[src/sv/acps_pkg.sv]
// ============================================================================
// acps_pkg
// Shared types and constants of the AC current and pressure level sampler.
// ============================================================================
`default_nettype none

package acps_pkg;

  // Input item kinds (carried on in_tuser).
  localparam logic OP_TICK = 1'b0;
  localparam logic OP_CONV = 1'b1;

  // Conversion channel requested next.
  localparam logic [1:0] CH_NONE  = 2'd0;
  localparam logic [1:0] CH_REF   = 2'd1;
  localparam logic [1:0] CH_SENSE = 2'd2;
  localparam logic [1:0] CH_PRESS = 2'd3;

  // Which level an item has just refreshed.
  localparam logic [1:0] UPD_NONE  = 2'd0;
  localparam logic [1:0] UPD_CUR   = 2'd1;
  localparam logic [1:0] UPD_PRESS = 2'd2;

  // Configuration register indexes.
  localparam logic [1:0] REG_PRESS_SAMPLES = 2'd0;
  localparam logic [1:0] REG_CUR_CONVS     = 2'd1;
  localparam logic [1:0] REG_PRESS_GAIN    = 2'd2;
  localparam logic [1:0] REG_CUR_GAIN      = 2'd3;

  // Field widths.
  localparam int COUNT_W = 8;
  localparam int GAIN_W  = 24;
  localparam int LEVEL_W = 8;
  localparam int CFG_W   = 24;

  // Configuration reset values.
  localparam logic [COUNT_W-1:0] PRESS_SAMPLES_RST = 8'd64;
  localparam logic [COUNT_W-1:0] CUR_CONVS_RST     = 8'd160;
  localparam logic [GAIN_W-1:0]  PRESS_GAIN_RST    = 24'd118787;
  localparam logic [GAIN_W-1:0]  CUR_GAIN_RST      = 24'd129324;

  // Control word passed from the state-update stage to the scaling stage.
  typedef struct packed {
    logic [1:0] next_channel;
    logic [1:0] level_updated;
  } stage_t;

endpackage

`default_nettype wire

[src/sv/acps_ctrl.sv]
// ============================================================================
// acps_ctrl
// Phase sequencer and accumulator: takes one item per cycle while the scaling
// stage is not stalled, updates the phase state and running sum, and registers
// the control word for scaling.
`default_nettype none

module acps_ctrl #(
  parameter int SAMPLE_BITS = 10
) (
  input  wire logic                               clk,
  input  wire logic                               rst_n,
  input  wire logic                               in_valid,
  output logic                                    in_ready,
  input  wire logic                               op,
  input  wire logic [SAMPLE_BITS-1:0]             sample,
  input  wire logic [acps_pkg::COUNT_W-1:0]       press_limit,
  input  wire logic [acps_pkg::COUNT_W-1:0]       cur_limit,
  input  wire logic                               down_ready,
  output logic                                    st_valid_r,
  output acps_pkg::stage_t                        st_r,
  output logic [SAMPLE_BITS+7:0]                  st_sum_r
);

  localparam int SUM_W = SAMPLE_BITS + 8;
  localparam logic [acps_pkg::COUNT_W-1:0] COUNT_MAX = '1;

  logic                          in_cur_r, in_cur_nxt;
  logic                          exp_sense_r, exp_sense_nxt;
  logic                          active_r, active_nxt;
  logic [acps_pkg::COUNT_W-1:0]  count_r, count_nxt, count_inc;
  logic [SUM_W-1:0]              sum_r, sum_nxt, sum_added, scale_sum;
  logic [SAMPLE_BITS-1:0]        ref_r, ref_nxt, diff, addend;
  logic [SUM_W:0]                sum_wide;
  acps_pkg::stage_t              st_nxt;
  logic                          accept;

  // The stage register frees up whenever the scaling stage moves on.
  assign in_ready = !st_valid_r || down_ready;
  assign accept   = in_valid && in_ready;

  // Saturating count, absolute difference and saturating sum.
  assign count_inc = (count_r == COUNT_MAX) ? COUNT_MAX : count_r + 1'b1;
  assign diff      = (sample >= ref_r) ? sample - ref_r : ref_r - sample;
  assign addend    = in_cur_r ? diff : sample;
  assign sum_wide  = {1'b0, sum_r} + {{(SUM_W + 1 - SAMPLE_BITS){1'b0}}, addend};
  assign sum_added = sum_wide[SUM_W] ? {SUM_W{1'b1}} : sum_wide[SUM_W-1:0];

  // Next phase state for one item.
  always_comb begin
    in_cur_nxt           = in_cur_r;
    exp_sense_nxt        = exp_sense_r;
    active_nxt           = active_r;
    count_nxt            = count_r;
    sum_nxt              = sum_r;
    ref_nxt              = ref_r;
    scale_sum            = sum_r;
    st_nxt.next_channel  = acps_pkg::CH_NONE;
    st_nxt.level_updated = acps_pkg::UPD_NONE;
    if (op == acps_pkg::OP_TICK) begin
      in_cur_nxt          = !in_cur_r;
      exp_sense_nxt       = 1'b0;
      active_nxt          = 1'b1;
      count_nxt           = '0;
      sum_nxt             = '0;
      st_nxt.next_channel = in_cur_r ? acps_pkg::CH_PRESS : acps_pkg::CH_REF;
    end else if (active_r) begin
      count_nxt = count_inc;
      if (!in_cur_r) begin
        // Pressure phase: every conversion is summed, the last one included.
        sum_nxt = sum_added;
        if (count_inc == press_limit) begin
          scale_sum            = sum_added;
          active_nxt           = 1'b0;
          st_nxt.level_updated = acps_pkg::UPD_PRESS;
        end else begin
          st_nxt.next_channel = acps_pkg::CH_PRESS;
        end
      end else if (count_inc == cur_limit) begin
        // Current phase ends on this conversion without adding it.
        active_nxt           = 1'b0;
        st_nxt.level_updated = acps_pkg::UPD_CUR;
      end else if (!exp_sense_r) begin
        ref_nxt             = sample;
        exp_sense_nxt       = 1'b1;
        st_nxt.next_channel = acps_pkg::CH_SENSE;
      end else begin
        sum_nxt             = sum_added;
        exp_sense_nxt       = 1'b0;
        st_nxt.next_channel = acps_pkg::CH_REF;
      end
    end
  end

  // Phase state registers and the stage register.
  always_ff @(posedge clk) begin
    if (!rst_n) begin
      in_cur_r    <= 1'b0;
      exp_sense_r <= 1'b0;
      active_r    <= 1'b0;
      count_r     <= '0;
      sum_r       <= '0;
      ref_r       <= '0;
      st_valid_r  <= 1'b0;
    end else begin
      if (accept) begin
        in_cur_r    <= in_cur_nxt;
        exp_sense_r <= exp_sense_nxt;
        active_r    <= active_nxt;
        count_r     <= count_nxt;
        sum_r       <= sum_nxt;
        ref_r       <= ref_nxt;
      end
      if (in_ready) begin
        st_valid_r <= accept;
      end
    end
  end

  // Stage payload needs no reset.
  always_ff @(posedge clk) begin
    if (accept) begin
      st_r     <= st_nxt;
      st_sum_r <= scale_sum;
    end
  end

endmodule

`default_nettype wire

[src/sv/acps_scale.sv]
// ============================================================================
// acps_scale
// Level scaling and result register: multiplies the phase sum by its gain,
// saturates to eight bits, keeps the latest levels and holds the result item.
// ============================================================================
`default_nettype none

module acps_scale #(
  parameter int SAMPLE_BITS    = 10,
  parameter int GAIN_FRAC_BITS = 24
) (
  input  wire logic                               clk,
  input  wire logic                               rst_n,
  input  wire logic                               st_valid,
  input  wire acps_pkg::stage_t                   st,
  input  wire logic [SAMPLE_BITS+7:0]             st_sum,
  input  wire logic [acps_pkg::GAIN_W-1:0]        press_gain,
  input  wire logic [acps_pkg::GAIN_W-1:0]        cur_gain,
  output logic                                    st_ready,
  output logic                                    out_valid_r,
  input  wire logic                               out_ready,
  output logic [1:0]                              out_channel_r,
  output logic [acps_pkg::LEVEL_W-1:0]            out_cur_lvl_r,
  output logic [acps_pkg::LEVEL_W-1:0]            out_press_lvl_r,
  output logic [1:0]                              out_updated_r
);

  localparam int SUM_W  = SAMPLE_BITS + 8;
  localparam int PROD_W = SUM_W + acps_pkg::GAIN_W;

  logic [acps_pkg::GAIN_W-1:0]   gain;
  logic [PROD_W-1:0]             prod, prod_sh;
  logic [acps_pkg::LEVEL_W-1:0]  level;
  logic [acps_pkg::LEVEL_W-1:0]  cur_lvl_r, press_lvl_r, cur_lvl_nxt, press_lvl_nxt;
  logic                          advance;

  // The result register takes a new item when empty or being drained.
  assign st_ready = !out_valid_r || out_ready;
  assign advance  = st_valid && st_ready;

  // One multiply, fixed-point shift and saturation to 255.
  assign gain    = (st.level_updated == acps_pkg::UPD_PRESS) ? press_gain : cur_gain;
  assign prod    = {{acps_pkg::GAIN_W{1'b0}}, st_sum} * {{SUM_W{1'b0}}, gain};
  assign prod_sh = prod >> GAIN_FRAC_BITS;
  assign level   = (|prod_sh[PROD_W-1:acps_pkg::LEVEL_W]) ? '1
                                                          : prod_sh[acps_pkg::LEVEL_W-1:0];

  // Latest levels after this item.
  always_comb begin
    cur_lvl_nxt   = cur_lvl_r;
    press_lvl_nxt = press_lvl_r;
    case (st.level_updated)
      acps_pkg::UPD_CUR:   cur_lvl_nxt   = level;
      acps_pkg::UPD_PRESS: press_lvl_nxt = level;
      default: ;
    endcase
  end

  // Level state and output valid.
  always_ff @(posedge clk) begin
    if (!rst_n) begin
      cur_lvl_r   <= '0;
      press_lvl_r <= '0;
      out_valid_r <= 1'b0;
    end else begin
      if (advance) begin
        cur_lvl_r   <= cur_lvl_nxt;
        press_lvl_r <= press_lvl_nxt;
      end
      if (st_ready) begin
        out_valid_r <= st_valid;
      end
    end
  end

  // Result payload.
  always_ff @(posedge clk) begin
    if (advance) begin
      out_channel_r   <= st.next_channel;
      out_cur_lvl_r   <= cur_lvl_nxt;
      out_press_lvl_r <= press_lvl_nxt;
      out_updated_r   <= st.level_updated;
    end
  end

endmodule

`default_nettype wire

[src/sv/ac_current_pressure_sampler.sv]
// ============================================================================
// ac_current_pressure_sampler
// Alternating pressure/current measurement: sums conversions per phase and
// scales the sum into saturated 8-bit levels at the end of each phase.
// ============================================================================
// A result item follows its accepted input item through the state-update stage,
// registered at the accepting edge, then the gain multiplier into the result
// register.
// Throughput: one item per cycle; the output stage drains while a new item
// enters, so both sides keep moving unless the result side stalls.
// Reset (rst_n low, synchronous): phase state, sum and levels clear to zero,
// configuration registers return to their defaults.
`default_nettype none

module ac_current_pressure_sampler #(
  parameter int SAMPLE_BITS    = 10,
  parameter int GAIN_FRAC_BITS = 24
) (
  input  wire logic                               clk,
  input  wire logic                               rst_n,
  // Input item channel.
  input  wire logic                               in_tvalid,
  output logic                                    in_tready,
  input  wire logic [((SAMPLE_BITS+7)/8)*8-1:0]   in_tdata,  // [SAMPLE_BITS-1:0] sample
  input  wire logic                               in_tuser,  // [0] op
  // Result item channel.
  output logic                                    out_tvalid,
  input  wire logic                               out_tready,
  // [1:0] next_channel, [9:2] current_level, [17:10] pressure_level,
  // [19:18] level_updated, [23:20] zero
  output logic [23:0]                             out_tdata,
  // Configuration write port.
  input  wire logic                               cfg_we,
  input  wire logic [1:0]                         cfg_addr,
  input  wire logic [acps_pkg::CFG_W-1:0]         cfg_wdata
);

  logic [acps_pkg::COUNT_W-1:0]  press_samples_r, cur_convs_r;
  logic [acps_pkg::GAIN_W-1:0]   press_gain_r, cur_gain_r;
  logic                          st_valid, st_ready;
  acps_pkg::stage_t              st;
  logic [SAMPLE_BITS+7:0]        st_sum;
  logic [1:0]                    out_channel, out_updated;
  logic [acps_pkg::LEVEL_W-1:0]  out_cur_lvl, out_press_lvl;

  // Configuration registers.
  always_ff @(posedge clk) begin
    if (!rst_n) begin
      press_samples_r <= acps_pkg::PRESS_SAMPLES_RST;
      cur_convs_r     <= acps_pkg::CUR_CONVS_RST;
      press_gain_r    <= acps_pkg::PRESS_GAIN_RST;
      cur_gain_r      <= acps_pkg::CUR_GAIN_RST;
    end else if (cfg_we) begin
      unique case (cfg_addr)
        acps_pkg::REG_PRESS_SAMPLES: press_samples_r <= cfg_wdata[acps_pkg::COUNT_W-1:0];
        acps_pkg::REG_CUR_CONVS:     cur_convs_r     <= cfg_wdata[acps_pkg::COUNT_W-1:0];
        acps_pkg::REG_PRESS_GAIN:    press_gain_r    <= cfg_wdata[acps_pkg::GAIN_W-1:0];
        acps_pkg::REG_CUR_GAIN:      cur_gain_r      <= cfg_wdata[acps_pkg::GAIN_W-1:0];
        default: ;
      endcase
    end
  end

  // Phase sequencer and accumulator.
  acps_ctrl #(
    .SAMPLE_BITS (SAMPLE_BITS)
  ) u_ctrl (
    .clk         (clk),
    .rst_n       (rst_n),
    .in_valid    (in_tvalid),
    .in_ready    (in_tready),
    .op          (in_tuser),
    .sample      (in_tdata[SAMPLE_BITS-1:0]),
    .press_limit (press_samples_r),
    .cur_limit   (cur_convs_r),
    .down_ready  (st_ready),
    .st_valid_r  (st_valid),
    .st_r        (st),
    .st_sum_r    (st_sum)
  );

  // Gain multiply and result register.
  acps_scale #(
    .SAMPLE_BITS    (SAMPLE_BITS),
    .GAIN_FRAC_BITS (GAIN_FRAC_BITS)
  ) u_scale (
    .clk             (clk),
    .rst_n           (rst_n),
    .st_valid        (st_valid),
    .st              (st),
    .st_sum          (st_sum),
    .press_gain      (press_gain_r),
    .cur_gain        (cur_gain_r),
    .st_ready        (st_ready),
    .out_valid_r     (out_tvalid),
    .out_ready       (out_tready),
    .out_channel_r   (out_channel),
    .out_cur_lvl_r   (out_cur_lvl),
    .out_press_lvl_r (out_press_lvl),
    .out_updated_r   (out_updated)
  );

  // Pack the result item.
  assign out_tdata = {4'b0000, out_updated, out_press_lvl, out_cur_lvl, out_channel};

endmodule

`default_nettype wire
[config.mk]
export PLATFORM = sky130hd
export DESIGN_NAME = ac_current_pressure_sampler
export DESIGN_NICKNAME = d
export VERILOG_FILES = /design/src/sv/acps_pkg.sv /design/src/sv/acps_ctrl.sv /design/src/sv/acps_scale.sv /design/src/sv/ac_current_pressure_sampler.sv
export SDC_FILE = /design/constraint.sdc
export NUM_CORES = 1
export LEC_CHECK = 0
export ABC_CLOCK_PERIOD_IN_PS = 24700
export BUFFER_PORTS_ARGS = -buffer_cell sky130_fd_sc_hd__buf_2
export CAP_MARGIN = 15
export CORE_UTILIZATION = 45
export DETAILED_ROUTE_END_ITERATION = 10
export GPL_TIMING_DRIVEN = 0
export PLACE_DENSITY_LB_ADDON = 0.3
export SYNTH_ARGS = -nofsm -noshare
export SYNTH_HDL_FRONTEND = slang
export SYNTH_HIERARCHICAL = 1
export SYNTH_SLANG_ARGS = --single-unit
[constraint.sdc]
create_clock -name clk -period 24.7 [get_ports clk]
set_input_delay 2.47 -clock clk [delete_from_list [all_inputs] [get_ports clk]]
set_output_delay 2.47 -clock clk [all_outputs]
set_load 0.01 [all_outputs]
==> impl_summary.md, run 1 <==
Worst setup path
Along the worst path, the maximum fanout reaches 10. In this run the critical register-to-register path is launched from u_ctrl/st_r[0]. The required time at the endpoint of the critical path is roughly 25 ns.

The end of the critical path is u_scale/out_cur_lvl_r[7]. The worst setup path is launched from a flop. The minimum setup slack among reg-to-reg paths is ~15 ns.

The destination of the worst register-to-register timing path is u_scale/out_cur_lvl_r[7]. In this run the worst setup path begins at u_ctrl/st_r[0]. Counting cells, the worst reg-to-reg path comes to 28. The slowest stage of the critical path is the sky130_fd_sc_hd__buf_1 cell. The delay of the slowest critical-path stage is approximately 0.66 ns.

The critical path is of the reg2reg type. The arrival time of data at the critical path endpoint is 10.31 ns. The most used cell along the critical path is sky130_fd_sc_hd__fa_1. The worst setup path is captured at a flop.

Yosys
The synthesized area is 23100 um2. Counting flops with an async set or reset pin after synthesis yields a share of 0. The cell count after synthesis came out at 2681.

Of the synthesized area, sequential elements account for 0.159. Among all flip-flop cells after synthesis, the most frequent one is sky130_fd_sc_hd__dfxtp_1. The count of flip-flops with a built-in enable after synthesis is 42. The count of yosys warnings during synthesis is 6. The count of unique library cells instantiated by Yosys is between 80 and 90. The average cell area after synthesis is between 8 and 9 um2. Counting flops and latches in the post-synthesis netlist gives ~160.

Clock network
Clock-pin slew was measured on the worst setup and hold paths at 0.07 ns. The tree built by TritonCTS fans out to about 160 sinks. The number of hold buffers added after CTS was 0. In this run the deepest clock path goes through 2 buffers.

CTS built an H-tree with a depth of 4. After clock tree synthesis, the setup repair step added 0 buffers. The root buffer cell chosen for the clock tree is sky130_fd_sc_hd__clkbuf_16. The CTS tree is yes. The number of buffers created by CTS is 17. The post-cts repair resize count is 0.

The insertion delay of the later-clocked pin in the worst-skew pair is roughly 0.44 ns.

Routing
Before antenna repair, the detailed router went through 6 iterations. After detailed routing, the number of vias per cell comes to approximately 5.5. The routed wire length is 65.7 mm. After detailed routing, the number of remaining DRC violations is 0. Summing over every cut layer, the via total after detailed routing is 18872. After detailed routing, the average wire length per cell comes to approximately 19 um.

The iteration-0 DRC count of the detailed router is 1300. Once detail routing completed, the nets flagged for antenna violations numbered 0.

Finish
The fraction of final layout cells with drive strength greater than 1 is 0.0658. The net count of the finished layout is ~3300. The area overhead of the layout relative to synthesis is 7.56%.

The core occupancy in the finished layout is 0.493. Leaving out filler cells and counting taps, the final layout contains around 3500.

Die
After floorplanning, the core was sized to cover approximately 50000 um2. The initial core utilization is 0.459. After floorplanning, the core was divided into 82 placement rows. The die covers between 50000 and 60000 um2. The die height is about 230 um. The horizontal die dimension is 229 um. 74 I/O pins were placed.

Global routing
Global routing finished with a remaining overflow of 0. The global-route wire length before repair is ~110 mm. The number of global-route vias before repair is between 20000 and 25000. The number of antenna violations at the first check in global routing is 2. The maximum number of pins on one net before global-route repair is 31.

For this run, the total global-route usage over all layers was measured as 0.261.

Power
The reported leakage power is ~12 nW. The post-route total power is a little under 2 mW. For this design the ratio of total power to cell area is 79.7 nW/um2. The worst-case IR drop observed on VDD is around 0.087 mV.

Status
The flow ran to the end, and the final reports show no timing, DRC or antenna violations.

Timing
In the finished design, the share of the clock period the worst path needs comes to 0.410. In the final timing run, aggregate negative setup slack is 0 ns. Counting I/O delays and the setup requirement, the final critical path takes slightly above 10 ns.

The maximum achievable frequency is 98.6 MHz. The final hold violation count came to 0. The max-slew violation count is 0.

Setup violations remaining at the end of the flow were counted as 0. In this run the tightest slew margin relative to its limit is 0.227. The measured slew at the worst slew-check pin is 1.13 ns. The largest clock skew in the final design is 0.0105 ns.

Setup repair after global routing left no endpoint under its margin.

Run
The number of max-capacitance violations reported is 0.

Placed design
In this run the tool buffered the top-level ports with 63 buffer cells. The placer's final routability congestion estimate is about 0.96. The number of cells in the design after placement is 3419.

The HPWL reported at the end of detailed placement is between 50 and 60 mm.

Worst hold path
The path type of the worst min-delay path is reg2reg.
## worst min-delay path by stage
stage	from	to	slack, ns	cells past startpoint
2_1_floorplan	u_ctrl/st_r[2]	u_scale/out_channel_r[0]	0.40	0
3_3_place_gp	press_gain_r[10]	press_gain_r[10]	0.44	2
3_5_place_dp	press_gain_r[8]	press_gain_r[8]	0.45	2
4_1_cts	cur_gain_r[10]	cur_gain_r[10]	0.46	2
5_1_grt	cur_gain_r[0]	cur_gain_r[0]	0.47	2
6_report	press_gain_r[10]	press_gain_r[10]	0.46	2
## cells in the final DEF, fill, tap and decap left out, types with 42 or more instances in the layout
master and n:
sky130_fd_sc_hd__fa_1 353, sky130_fd_sc_hd__o21ai_0 60, sky130_fd_sc_hd__inv_1 489, sky130_fd_sc_hd__nor2_1 81, sky130_fd_sc_hd__nand2_1 472, sky130_fd_sc_hd__a21oi_1 92, sky130_fd_sc_hd__ha_1 143, sky130_fd_sc_hd__buf_2 92
sky130_fd_sc_hd__clkbuf_1 92, sky130_fd_sc_hd__dfxtp_1 121, sky130_fd_sc_hd__mux2i_1 76, sky130_fd_sc_hd__nor2b_1 42, sky130_fd_sc_hd__edfxtp_1 42, sky130_fd_sc_hd__and2_1 179
## per-layer routing
metal  GRT usage  vias to the layer above  routed length, um
met5           0                        -                 13
met1       0.319                     9394              25700
met2       0.444                      707              31700
met4       0.132                        2               3550
met3      0.0447                      152               4760
li1            -                     8617                  -
## worst max-delay path: cells and delay by family (launching register included)
kind,cells,cell delay [ns]
adders and majority gates,7,3.42
and+or+nand+nor,8,2.96
buffers and inverters,8,1.89
AOI/OAI and AO/OA,5,1.17
DFF,1,0.43
## cells in the mapped netlist (13+ instances only)
cell type                  number  area [um2]
sky130_fd_sc_hd__edfxtp_1      42        1260
sky130_fd_sc_hd__mux2i_1       76         761
sky130_fd_sc_hd__o21a_1        15         113
sky130_fd_sc_hd__xnor2_1       28         245
sky130_fd_sc_hd__nand2_1      472        1770
sky130_fd_sc_hd__buf_4         13        97.6
sky130_fd_sc_hd__fa_1         353        7070
sky130_fd_sc_hd__nand2b_1      16         100
sky130_fd_sc_hd__xor2_1        20         175
sky130_fd_sc_hd__a21o_1        18         135
sky130_fd_sc_hd__dfxtp_1      121        2420
sky130_fd_sc_hd__nor3_1        18        90.1
sky130_fd_sc_hd__a21oi_1       92         460
sky130_fd_sc_hd__buf_2         29         145
sky130_fd_sc_hd__inv_1        489        1840
sky130_fd_sc_hd__ha_1         143        1790
sky130_fd_sc_hd__nand3_1       28         140
sky130_fd_sc_hd__a31oi_1       17         106
sky130_fd_sc_hd__o21ai_0       60         300
sky130_fd_sc_hd__clkbuf_1      90         338
sky130_fd_sc_hd__o211ai_1      15         113
sky130_fd_sc_hd__nor2_1        81         304
sky130_fd_sc_hd__o221a_2       17         191
sky130_fd_sc_hd__nand4_1       28         175
sky130_fd_sc_hd__and2_1       179        1120
sky130_fd_sc_hd__nor2b_1       42         263
## state kept, by name (all words and copies together), names as in the netlist, 4 cells and up
name	flops
cur_gain_r	24
u_ctrl/sum_r	18
u_ctrl/ref_r	10
cur_convs_r	8
u_scale/press_lvl_r	8
u_ctrl/st_sum_r	18
u_scale/out_press_lvl_r	8
u_scale/out_cur_lvl_r	8
u_scale/cur_lvl_r	8
u_ctrl/st_r	4
u_ctrl/count_r	8
press_samples_r	8
press_gain_r	24
## metrics by stage
step | hold WS (ns) | instance area (um2) | setup slack [ns]
detailed placement | 0.448 | 24300 | 14.48
finish | 0.461 | 24800 | 14.56
global placement | 0.442 | 24300 | 14.55
floorplan | 0.400 | 23100 | 16.89
global route | 0.473 | 24800 | 13.95
CTS | 0.464 | 24800 | 14.46
## report_power, final
part / internal, mW / switching [mW]
sequential: 0.285 / 0.00890
clock: 0.139 / 0.115
combinational: 0.495 / 0.938
total: 0.919 / 1.06
## cell type report
class / count / area [um2]
fill: 4851 / 25500
tap: 672 / 841
sequential: 163 / 3680
timing repair buffer: 64 / 328
clock buffer: 21 / 472
antenna: 1 / 2.50
buffer: 138 / 618
inverter: 490 / 1840
multi-input combinational: 1893 / 17000
clock inverter: 11 / 91.3
## kinds of logic (layout without fill, tap and decap cells)
| group | after synthesis | count (layout) | share of synthesized area |
|---|---|---|---|
| buf+inv | 628 | 724 | 0.106 |
| fa+ha+maj | 496 | 496 | 0.383 |
| simple gates | 922 | 922 | 0.193 |
| flops | 163 | 163 | 0.159 |
| mux | 87 | 87 | 0.0383 |
| other cells | 1 | 5 | 0.000162 |
| compound gates | 335 | 335 | 0.0996 |
| xor+xnor | 49 | 49 | 0.0192 |
Note: power is estimated with default switching activity, not from simulation.
==> run 2, diff against run 1 <==
- ABC_CLOCK_PERIOD_IN_PS: 24700 -> 9700
- clock period: 24.7 -> 9.7 ns (I/O delays scaled with it)
==> run 2 against run 1 <==
Effect of this change: fmax rose by 9.8%; global-route usage stayed put; combinational power grew to 2.6 times the previous value; via count fell by 0.43%; count of clock-buffer cells in the layout stayed put; first-iteration DRC count fell by 7.4%; clock power rose to 2.6 times the previous value; clock skew barely moved; worst setup slack worse by 14 ns; final cell count fell by 0.17%; critical endpoint is now u_scale/out_cur_lvl_r[1]; largest cell class unchanged; highest routed layer unchanged.
==> impl_summary.md, run 2 (synthesized netlist as in run 1, its figures left out) <==
Worst setup path
The required time at the endpoint of the critical path was 9.87 ns (-15.00 ns). The startpoint type of the worst setup path is a flop. The start-to-end type of the worst setup path is reg2reg. The arrival time of data at the critical path endpoint is 9.40 ns (-0.91 ns). The critical path capture point type is a flop. The minimum setup slack among reg-to-reg paths is 0.47 ns (-14.10 ns).

The most used cell along the critical path is sky130_fd_sc_hd__fa_1. The delay of the slowest critical-path stage is 0.57 ns (-0.09 ns). The top fanout value on the critical path is 10 (unchanged). The critical path's slowest cell is sky130_fd_sc_hd__fa_1. The number of cells on the worst reg-to-reg path is 27 (-3.6%).

Timing
The worst slew slack as a fraction of its limit is 0.290 (+0.0629). The final hold violation count is 0 (unchanged). The max-slew violation count is 0 (unchanged).

The maximum achievable frequency is 108 MHz (+9.8%). The time the worst path needs with I/O delays and setup is 9.23 ns (-0.903 ns). The worst hold margin is 0.461 ns (+0.000593 ns). The largest clock skew in the final design is 0.0100 ns (-0.000481 ns). Setup repair after global routing left no endpoint under its margin. The measured slew at the worst slew-check pin is 1.04 ns (-0.0917 ns). The setup violation total in the final timing report was 0 (unchanged).

The share of the clock period used by the worst path after layout is 0.952 (+0.542).

Routing
The number of DRC violations after detailed routing is 0 (unchanged). The number of iterations in the first detailed-routing pass is 6 (unchanged). The routed wire length is 65.5 mm (-0.29%). The routed via count is 18791 (-0.43%). The iteration-0 DRC count of the detailed router came to 1204 (-7.4%).

The post-detailed-route via-to-cell ratio came to 5.45 (-0.26%). The routed wire length per instance was 19.0 um (-0.12%). The number of routed nets with antenna violations was 0 (unchanged).

Run
The number of max-capacitance violations reported is 0 (unchanged).

Global routing
The number of global-route vias before repair was 20140 (-0.0099%). The total global-route track usage is 0.261 (unchanged). The number of antenna violations at the first check in global routing is 2 (unchanged). The maximum number of pins on one net before global-route repair came to 31 (unchanged). The sum of overflow across all layers after global routing is 0 (unchanged). The global-route wire length before repair is 107 mm (unchanged).

Placed design
The area of placed instances is 24300 um2 (unchanged). The count of input and output buffers was 63 (unchanged). The placer's final routability congestion estimate was 0.960 (unchanged). The HPWL reported at the end of detailed placement was 53.8 mm (unchanged).

Power
The reported leakage power is 11.9 nW (about the same). The peak supply drop was 0.232 mV (+160%). The post-route total power is 5.07 mW (+160%). The power density over the cells is 204 nW/um2 (+160%).

Die
The horizontal die dimension is 229 um (unchanged). The top-level port count is 74 (unchanged). The area of the die was 52200 um2 (unchanged). The initial core utilization is 0.459 (unchanged). The core outline area is 50400 um2 (unchanged).

The row count is 82 (unchanged). The die height is 229 um (unchanged).

Clock network
The root buffer selected by CTS is sky130_fd_sc_hd__clkbuf_16. The maximum buffer depth of the clock tree is 2 (unchanged). The insertion delay of the later-clocked pin in the worst-skew pair came to 0.44 ns (about the same).

TritonCTS built the clock tree. The number of clock sinks is 163 (unchanged). The number of H-tree levels is 4 (unchanged).

The buffers inserted during post-CTS setup optimization is 0 (unchanged). The clock-pin slew on the worst setup and hold paths is 0.07 ns (about the same). The cts-stage hold buffer count was 0 (unchanged). The number of buffers created by CTS is 17 (unchanged).

Finish
The fraction of final layout cells with drive strength greater than 1 was 0.0728 (+0.00699). The area overhead of the layout relative to synthesis is 7.59% (about the same). The count of filler cells inserted in the layout is 4846 (-0.10%). The leading cell type in the layout, fill and taps excluded is sky130_fd_sc_hd__inv_1. The post-layout net count came to 3305 (-0.18%). The cell area after layout is 24900 um2 (about the same). In the layout the commonest cells are 489 x sky130_fd_sc_hd__inv_1, 469 x sky130_fd_sc_hd__nand2_1, 353 x sky130_fd_sc_hd__fa_1, 179 x sky130_fd_sc_hd__and2_1, 143 x sky130_fd_sc_hd__ha_1. The largest registers in the layout are cur_gain_r: 24 flops, press_gain_r: 24 flops.

Worst hold path
The number of cells on the worst hold path was 2 (unchanged). The path type of the worst min-delay path is reg2reg.

Status
The run finished with clean final reports.
run 2: cell types whose count changed in the layout (fill, tap and decap cells not counted), sizes merged:
cell | previous run | this run
dlymetal6s2s | 1 | 0
clkbuf | 111 | 106
run 2: worst max-delay path, delay by kind of cell (launching register included):
family                     cells  cell delay [ns]
buffers and inverters          7             1.17
adders and majority gates      7             3.46
and+or+nand+nor                8             2.72
AOI/OAI and AO/OA              5             1.17
DFF                            1             0.41
run 2: through the flow:
step | setup slack (ns) | utilization | TNS [ns] | std cells
floorplan | 1.89 | - | 0 | 2684
global placement | -0.448 | 0.482 | -8.77 | 3419
detailed placement | -0.518 | 0.482 | -11.08 | 3419
CTS | 0.0290 | 0.493 | 0 | 3450
global route | 0.00245 | 0.493 | 0 | 3446
finish | 0.466 | 0.493 | 0 | 3447
run 2: layout make-up:
class | instances | area [um2] | area share
Antenna cell | 1 | 2.50 | 0.000101
Buffer | 133 | 614 | 0.0247
Clock buffer | 21 | 472 | 0.0190
Clock inverter | 11 | 91.3 | 0.00368
Inverter | 490 | 1840 | 0.0740
Multi-Input combinational cell | 1893 | 17000 | 0.684
Sequential cell | 163 | 3680 | 0.148
Tap cell | 672 | 841 | 0.0338
Timing Repair Buffer | 63 | 315 | 0.0127
run 2: final timing paths:
check | startpoint | to
worst min register to register | press_gain_r[10] | press_gain_r[10]
worst max-delay path | u_ctrl/st_r[0] | u_scale/out_cur_lvl_r[1]
worst min-delay path | press_gain_r[10] | press_gain_r[10]
worst max register to register | u_ctrl/st_r[0] | u_scale/out_cur_lvl_r[1]
run 2: repair_timing:
action | 4_1_cts | 5_1_grt
cloned | 0 | 0
pin swaps | 0 | 0
setup endpoints to repair | 32 | 32
gates resized for setup | 4 | 27
run 2: power by group:
part / total (mW) / internal, mW / switching (mW)
clock: 0.649 / 0.355 / 0.294
combinational: 3.67 / 1.27 / 2.40
sequential: 0.748 / 0.725 / 0.0227
total: 5.07 / 2.35 / 2.72
run 2: metal layers:
metal  global-route usage  wire length, um  share of wire
met5                    0               13        0.00020
met3               0.0447             4350          0.066
met4                0.132             3490          0.053
met1                0.319            25900           0.40
met2                0.444            31700           0.48
